==> config.mk <==
export PLATFORM = sky130hd
export DESIGN_NAME = msct_div
export DESIGN_NICKNAME = d
export VERILOG_FILES = /design/src/rtl/msct_pkg.sv /design/src/rtl/msct_div.sv
export SDC_FILE = /design/constraint.sdc
export NUM_CORES = 1
export LEC_CHECK = 0
export BUFFER_PORTS_ARGS = -buffer_cell sky130_fd_sc_hd__buf_2
export CORE_ASPECT_RATIO = 2
export CORE_MARGIN = 1
export CORE_UTILIZATION = 47
export CTS_CLUSTER_DIAMETER = 150
export DETAILED_ROUTE_END_ITERATION = 8
export GPL_TIMING_DRIVEN = 0
export PLACE_DENSITY = 0.76
export SYNTH_ARGS = -nofsm -noshare
export SYNTH_HDL_FRONTEND = slang
export SYNTH_SLANG_ARGS = --single-unit
==> constraint.sdc <==
create_clock -name clk -period 2.3 [get_ports clk]
set_input_delay 0.345 -clock clk [delete_from_list [all_inputs] [get_ports clk]]
set_output_delay 0.345 -clock clk [all_outputs]
set_load 0.03 [all_outputs]
==> src/rtl/msct_pkg.sv <==
// shared types, constants and register map of the motor speed calibration tracer
package msct_pkg;

  // default table depth, one entry per motor code
  localparam int unsigned CODE_COUNT_DEF = 256;

  // shared divider widths
  localparam int unsigned DVD_W = 64;
  localparam int unsigned DSR_W = 17;
  localparam int unsigned CNT_W = $clog2(DVD_W + 1);

  // stream widths
  localparam int unsigned S_DATA_W = 32;
  localparam int unsigned M_DATA_W = 240;

  // configuration port
  localparam int unsigned ADDR_W = 4;
  localparam logic [ADDR_W-1:0] REG_DIST_PER_PULSE = 4'd0;
  localparam logic [ADDR_W-1:0] REG_SPEED_LOW      = 4'd4;
  localparam logic [ADDR_W-1:0] REG_SPEED_HIGH     = 4'd8;

  localparam logic [15:0] DIST_PER_PULSE_RST = 16'd256;
  localparam logic [23:0] SPEED_LOW_RST      = 24'd6400;
  localparam logic [23:0] SPEED_HIGH_RST     = 24'd23040;

  // speed scale from ms to s
  localparam logic [9:0] MS_PER_S = 10'd1000;

  typedef enum logic [1:0] {
    MODE_PULSE = 2'd0,
    MODE_TICK  = 2'd1,
    MODE_FIT   = 2'd2,
    MODE_NONE  = 2'd3
  } mode_t;

  localparam logic [2:0] ST_OK          = 3'd0;
  localparam logic [2:0] ST_ZERO_PERIOD = 3'd1;
  localparam logic [2:0] ST_NO_LOW      = 3'd2;
  localparam logic [2:0] ST_NO_HIGH     = 3'd3;
  localparam logic [2:0] ST_SAME_CODE   = 3'd4;

  localparam logic REPORT_TICK = 1'b0;
  localparam logic REPORT_FIT  = 1'b1;

  // one table entry: sample count and running average
  typedef struct packed {
    logic [15:0] n;
    logic [31:0] avg;
  } tab_entry_t;

endpackage

==> src/rtl/msct_div.sv <==
// shared restoring divider, one quotient bit per cycle
module msct_div
  import msct_pkg::*;
(
  input  logic             clk,
  input  logic             rst,
  input  logic             start,
  input  logic [DVD_W-1:0] dividend,
  input  logic [DSR_W-1:0] divisor,
  output logic             done,
  output logic [DVD_W-1:0] quotient
);

  logic [DVD_W-1:0] q;
  logic [DSR_W-1:0] r;
  logic [DSR_W-1:0] d;
  logic [CNT_W-1:0] cnt;
  logic             run;
  logic [DSR_W:0]   shifted;
  logic [DSR_W:0]   diff;
  logic             ge;
  logic [DSR_W-1:0] r_next;

  // trial subtraction
  always_comb begin
    shifted = {r, q[DVD_W-1]};
    diff    = shifted - {1'b0, d};
    ge      = shifted >= {1'b0, d};
    r_next  = ge ? diff[DSR_W-1:0] : shifted[DSR_W-1:0];
  end

  // control
  always_ff @(posedge clk) begin
    if (rst) begin
      run  <= 1'b0;
      done <= 1'b0;
    end else begin
      done <= 1'b0;
      if (start) begin
        run <= 1'b1;
      end else if (run && cnt == CNT_W'(1)) begin
        run  <= 1'b0;
        done <= 1'b1;
      end
    end
  end

  // datapath
  always_ff @(posedge clk) begin
    if (start) begin
      q   <= dividend;
      r   <= '0;
      d   <= divisor;
      cnt <= CNT_W'(DVD_W);
    end else if (run) begin
      q   <= {q[DVD_W-2:0], ge};
      r   <= r_next;
      cnt <= cnt - 1'b1;
    end
  end

  assign quotient = q;

endmodule

==> flow_summary.json, run 1 <==
{
  "hold_viol": 0,
  "hold_buffers": 0,
  "yosys.area_share.simple_pct": 7.324,
  "io_pins": 149,
  "floorplan.die_area_um2": 11690,
  "finClkSkew_ns": 0.009740,
  "powerDensity_nw_per_um2": 739.5,
  "core_um2": 10950,
  "rsz0062_at_grt": "yes",
  "drive_gt1_share_pct": 48.91,
  "hp-class": "in -> reg",
  "grt_pass1_vias": 4365,
  "yosysSeqAreaShare_pct": 55.94,
  "period_share_pct": 113.0,
  "r2r_cells": 12,
  "r2r_setup_slack_ns": -0.30,
  "clockBufferDepth": 2,
  "synth_top_area_cell": "edfxtp_1",
  "fmax_mhz": 384.7,
  "synth.area.top_cells": "edfxtp_1 46%, mux2_2 13%, dfxtp_1 9.9%, ha_1 4.5%, inv_1 1.8%",
  "leakagePower_nw": 2.924,
  "post-route-min-period_ns": 2.599,
  "max-slew-margin-rel_pct": 56.01,
  "ys_ff_latch": 107,
  "die_h_um": 151.9,
  "yosys.area.top_type_share_pct": 46.08,
  "synthTopCellsByCount": "81 x edfxtp_1, 63 x mux2_2, 26 x dfxtp_1",
  "yosysWarnings": 0,
  "violations": "negative setup slack",
  "synth_edf_count": 81,
  "clock_latency_ns": 0.35,
  "holdPathEnd": "d[3]$_DFFE_PP_",
  "crit_path_end_kind": "register",
  "cts_made_buffers": 9,
  "crit_slowest_cell": "edfxtp_1",
  "grt-ovfl-total": 0,
  "cpPeakStageDelay_ns": 0.43,
  "synth_top_family_by_area": "multiplexers",
  "gr-usage-met3_pct": 5.345,
  "drt-total-wl_um": 13640,
  "grt_use_total_pct": 23.26,
  "muxShareOfSynthArea_pct": 15.15,
  "finalSetupViolCount": 18,
  "cp.arrival_ns": 2.82,
  "via_count": 4149,
  "insertedDiodeCount": 0,
  "antenna_found_initial": 0,
  "r2r-start": "quotient[63]$_DFFE_PP_",
  "initial_core_util_pct": 48.23,
  "htree_levels": 3,
  "route.detailed.drc": 0,
  "first_iter_violations": 323,
  "status": "finished, violations left",
  "final_nets": 698,
  "max_cap_violations": 0,
  "ys.flop_type": "edfxtp_1",
  "synth_compound_gate_area_share_pct": 10.29,
  "portBuffers": 148,
  "cp_common_cell": "inv_2",
  "antenna_left": 0,
  "chipWidth_um": 76.94,
  "cts_tree": "done",
  "fin_tns_setup_ns": -4.259,
  "hold_start": "divisor[3]",
  "path_delay_family": "compound AO/OA/AOI/OAI gates",
  "avgRoutedWirePerCell_um": 18.45,
  "synth-xor-area-share_pct": 2.821,
  "synth_cells": 413,
  "top_usage_layer": "met2",
  "final_max_slew_viol_count": 0,
  "dp_hpwl_um": 9606,
  "grt_max_degree": 23,
  "synth_nets": 517,
  "worst-setup-path-type": "reg -> reg",
  "crit_fanout": 8,
  "rows": 54,
  "worstPathCellList": "inv_2, ha_4, inv_2, fa_2, a21o_1, a221oi_4, o211ai_1, a21oi_2, buf_6, buf_8, mux2i_2, o21ai_1",
  "viasPerCell": 5.614,
  "clk_pin_slew_ns": 0.08,
  "startpoint_type": "register",
  "crit_buf_inv": 4,
  "async_flop_share_pct": 0,
  "area_growth_pct": 31.24,
  "place.gp.congestion": 0.9021,
  "finalWorstSetupSlack_ns": -0.2995,
  "gr-usage-met1_pct": 23.11,
  "synthAdderAreaFrac_pct": 4.883,
  "grt_pass1_wl_um": 20980,
  "cts_root_buf": "clkbuf_16",
  "clock-sinks": 107,
  "yosysUniqueCellTypes": 57,
  "crit_required_ns": 2.52,
  "whs_ns": 0.1636,
  "syn_area_um2": 5279,
  "synth.most_common_cell": "edfxtp_1",
  "r2r-end": "r[3]$_SDFFE_PP0P_",
  "firstDrtPassIters": 5,
  "hold-path-cell-count": 1,
  "peakVddDrop_uv": 565.4,
  "met2_usage_pct": 43.58,
  "synth_area_per_cell_um2": 12.78,
  "tightest_slew_ns": 0.6598
}
## stage by stage
stage          instance area [um2]  util, %  power, mW  worst slack [ns]  instances
2_1_floorplan                 5304        -      3.053           -0.2704        413
3_3_place_gp                  6220    56.82      3.336            -1.001        701
3_5_place_dp                  6220    56.82      3.370            -1.159        701
4_1_cts                       6721    61.41      5.098           -0.3345        728
5_1_grt                       6928    63.29      5.299           -0.3876        739
6_report                      6928    63.29      5.123           -0.2995        739
## worst max-delay path by stage
stage,startpoint,end,slack (ns),cells past startpoint
global placement,start,quotient[15]$_DFFE_PP_,-1.00,5
floorplan,quotient[63]$_DFFE_PP_,r[3]$_SDFFE_PP0P_,-0.27,12
detailed placement,start,quotient[12]$_DFFE_PP_,-1.16,5
CTS,quotient[63]$_DFFE_PP_,r[3]$_SDFFE_PP0P_,-0.33,12
global route,quotient[63]$_DFFE_PP_,r[3]$_SDFFE_PP0P_,-0.39,12
finish,quotient[63]$_DFFE_PP_,r[3]$_SDFFE_PP0P_,-0.30,12
## layout by cell type, fill, tap and decap left out, types with 8 or more instances in the layout
cell type / netlist / routed
a32oi_1: 8 / 8
buf_2: 4 / 148
a21o_1: 8 / 8
edfxtp_1: 81 / 81
o21ai_0: 11 / 8
clkbuf_16: 0 / 9
nor2_1: 18 / 17
xor2_1: 8 / 8
nand2_1: 19 / 19
inv_1: 25 / 22
a21oi_1: 15 / 13
xnor2_1: 9 / 9
ha_1: 19 / 14
mux2_2: 63 / 63
dfxtp_1: 26 / 25
buf_4: 0 / 16
## layer usage
metal  vias to the layer above  share of wire, %
li1                       1913                 -
met1                      1997                34
met2                       199                56
met3                        40               6.4
met4                         0               3.7
met5                         -                 0
## state kept, by name, summed over array words and instances, names as in the netlist
register  flops
d            17
r            17
quotient     64
done          1
cnt           7
run           1
## logic make-up (layout without fill, tap and decap cells)
logic type	after synthesis	after routing
compound gates	76	76
xor+xnor	17	17
fa+ha+maj	20	20
buf+inv	45	231
flops	107	107
mux	72	72
simple gates	76	76
## where the power goes
| part | switching, mW | internal, mW |
|---|---|---|
| Sequential | 0.0980 | 2.28 |
| Combinational | 0.628 | 0.399 |
| Clock | 0.814 | 0.901 |
| Total | 1.54 | 3.58 |
## cell type report
| class | instances | area (um2) |
|---|---|---|
| fill | 891 | 4018 |
| sequential | 107 | 2954 |
| multi-input combinational | 261 | 2301 |
| timing repair buffer | 167 | 907.1 |
| clock buffer | 9 | 225.2 |
| tap | 140 | 175.2 |
| buffer | 20 | 137.6 |
| clock inverter | 7 | 107.6 |
| inverter | 25 | 97.59 |
| timing repair inverter | 3 | 22.52 |
## repair_timing
| action | in CTS | in global routing |
|---|---|---|
| setup buffers | 7 | 12 |
| resized for setup | 26 | 30 |
| hold endpoints to repair | 0 | 0 |
| endpoints found under the setup margin | 111 | 87 |
| cloned | 4 | 0 |
| pin swaps | 1 | 16 |
No activity file was read; power rests on OpenSTA's default activity.
==> inputs of run 2 (changes only) <==
RECOVER_POWER = 100   (was not set)
==> run 2 against run 1 <==
  * The run still ends with negative setup slack left
  * Clock power about the same
  * Via count unchanged
  * Non-clock buffer count unchanged
  * Critical path depth unchanged
  * Sequential cell count unchanged
  * Register-to-register slack about the same
  * Total power down 0.67%
  * Sequential share of layout area up 0.53 points
  * Global-route usage unchanged
==> flow_summary.json, run 2 (synthesized netlist as in run 1, its figures left out) <==
{
  "area_growth_pct": 29.63,
  "htree_levels": 3,
  "violations": "negative setup slack",
  "peakVddDrop_uv": 562.9,
  "clock_latency_ns": 0.35,
  "die_h_um": 151.9,
  "max-slew-margin-rel_pct": 26.60,
  "rsz0062_at_grt": "yes",
  "period_share_pct": 113.0,
  "layout_commonest_cell": "buf_2",
  "core_um2": 10950,
  "grt-ovfl-total": 0,
  "via_count": 4149,
  "fin_area_um2": 6843,
  "portBuffers": 148,
  "first_iter_violations": 282,
  "hold_viol": 0,
  "firstDrtPassIters": 5,
  "tightest_slew_ns": 1.101,
  "antenna_found_initial": 0,
  "rows": 54,
  "drive_gt1_share_pct": 37.90,
  "status": "finished, violations left",
  "powerDensity_nw_per_um2": 743.7,
  "p_total_mw": 5.089,
  "cts_made_buffers": 9,
  "post-route-min-period_ns": 2.598,
  "crit_fanout": 8,
  "floorplan.die_area_um2": 11690,
  "io_pins": 149,
  "chipWidth_um": 76.94,
  "viasPerCell": 5.614,
  "worst-setup-path-type": "reg -> reg",
  "drt-total-wl_um": 13620,
  "place.gp.congestion": 0.9021,
  "grt_max_degree": 23,
  "grt_use_total_pct": 23.26,
  "finClkSkew_ns": 0.009648,
  "worstPathCellList": "inv_2, ha_4, inv_2, fa_2, a21o_1, a221oi_4, o211ai_1, a21oi_2, buf_6, buf_8, mux2i_2, o21ai_1",
  "hp-class": "in -> reg",
  "leakagePower_nw": 2.739,
  "grt_pass1_vias": 4365,
  "largest_reg_flops": 64,
  "startpoint_type": "register",
  "cpPeakStageDelay_ns": 0.43,
  "finalSetupViolCount": 111,
  "placed_area_um2": 6220,
  "clock-sinks": 107,
  "cp.arrival_ns": 2.82,
  "initial_core_util_pct": 48.23,
  "finalWorstSetupSlack_ns": -0.2983,
  "insertedDiodeCount": 0,
  "layout_common_cells": "82 x buf_2, 81 x edfxtp_1, 71 x clkbuf_1",
  "hold_buffers": 0,
  "cts_root_buf": "clkbuf_16",
  "clk_pin_slew_ns": 0.08,
  "route.detailed.drc": 0,
  "whs_ns": 0.1648,
  "crit_path_end_kind": "register",
  "clockBufferDepth": 2,
  "max_cap_violations": 0,
  "fmax_mhz": 384.9,
  "avgRoutedWirePerCell_um": 18.42,
  "cp_common_cell": "inv_2",
  "antenna_left": 0,
  "crit_required_ns": 2.52,
  "final_nets": 698,
  "dp_hpwl_um": 9606,
  "final_max_slew_viol_count": 0,
  "grt_pass1_wl_um": 20980,
  "cts_tree": "done",
  "crit_slowest_cell": "edfxtp_1"
}
run 2: critical path, delay by kind of cell, from the launching register on:
| kind | cells | cell delay [ns] |
|---|---|---|
| adders and majority gates | 2 | 0.48 |
| DFF | 1 | 0.43 |
| AOI/OAI and AO/OA | 5 | 0.92 |
| buffers and inverters | 4 | 0.45 |
| muxes | 1 | 0.21 |
run 2: metrics by stage:
step           utilization (%)  std cells  worst slack, ns  setup TNS [ns]
2_1_floorplan                -        413          -0.2704          -3.174
3_3_place_gp             56.82        701           -1.001          -83.14
3_5_place_dp             56.82        701           -1.159          -96.16
4_1_cts                  61.41        728          -0.3345          -4.681
5_1_grt                  62.52        739          -0.3876          -33.99
6_report                 62.52        739          -0.2983          -11.31
run 2: where the power goes:
part	switching [mW]	total, mW	internal (mW)
sequential	0.101	2.39	2.28
clock	0.811	1.71	0.901
combinational	0.626	0.992	0.366
total	1.54	5.09	3.55
run 2: final timing paths:
path                            slack, ns                    from  depth (start not counted)                 to
worst min register to register       0.49       r[1]$_SDFFE_PP0P_                          2  r[1]$_SDFFE_PP0P_
worst min-delay path                 0.16              divisor[3]                          1     d[3]$_DFFE_PP_
worst max register to register      -0.30  quotient[63]$_DFFE_PP_                         12  r[3]$_SDFFE_PP0P_
worst max-delay path                -0.30  quotient[63]$_DFFE_PP_                         12  r[3]$_SDFFE_PP0P_
run 2: repair_timing:
| item | CTS | global route |
|---|---|---|
| gates cloned | 4 | 0 |
| pin swaps | 1 | 16 |
| setup endpoints to repair | 111 | 87 |
| buffers inserted | 7 | 12 |
| gates resized for setup | 26 | 30 |
run 2: final cells by class:
cell class                      instances  area (um2)
Fill cell                             918        4103
Sequential cell                       107        2954
Multi-Input combinational cell        261        2301
Timing Repair Buffer                  167       824.5
Clock buffer                            9       225.2
Tap cell                              140       175.2
Buffer                                 20       137.6
Clock inverter                          7       107.6
Inverter                               25       97.59
Timing Repair inverter                  3       20.02
run 2: metal layers:
metal	track usage, %	share of wire, %	up-vias
met5	0	0	-
met4	12.09	3.7	0
met3	5.345	6.5	41
met2	43.58	56	193
met1	23.11	34	2000
li1	-	-	1915
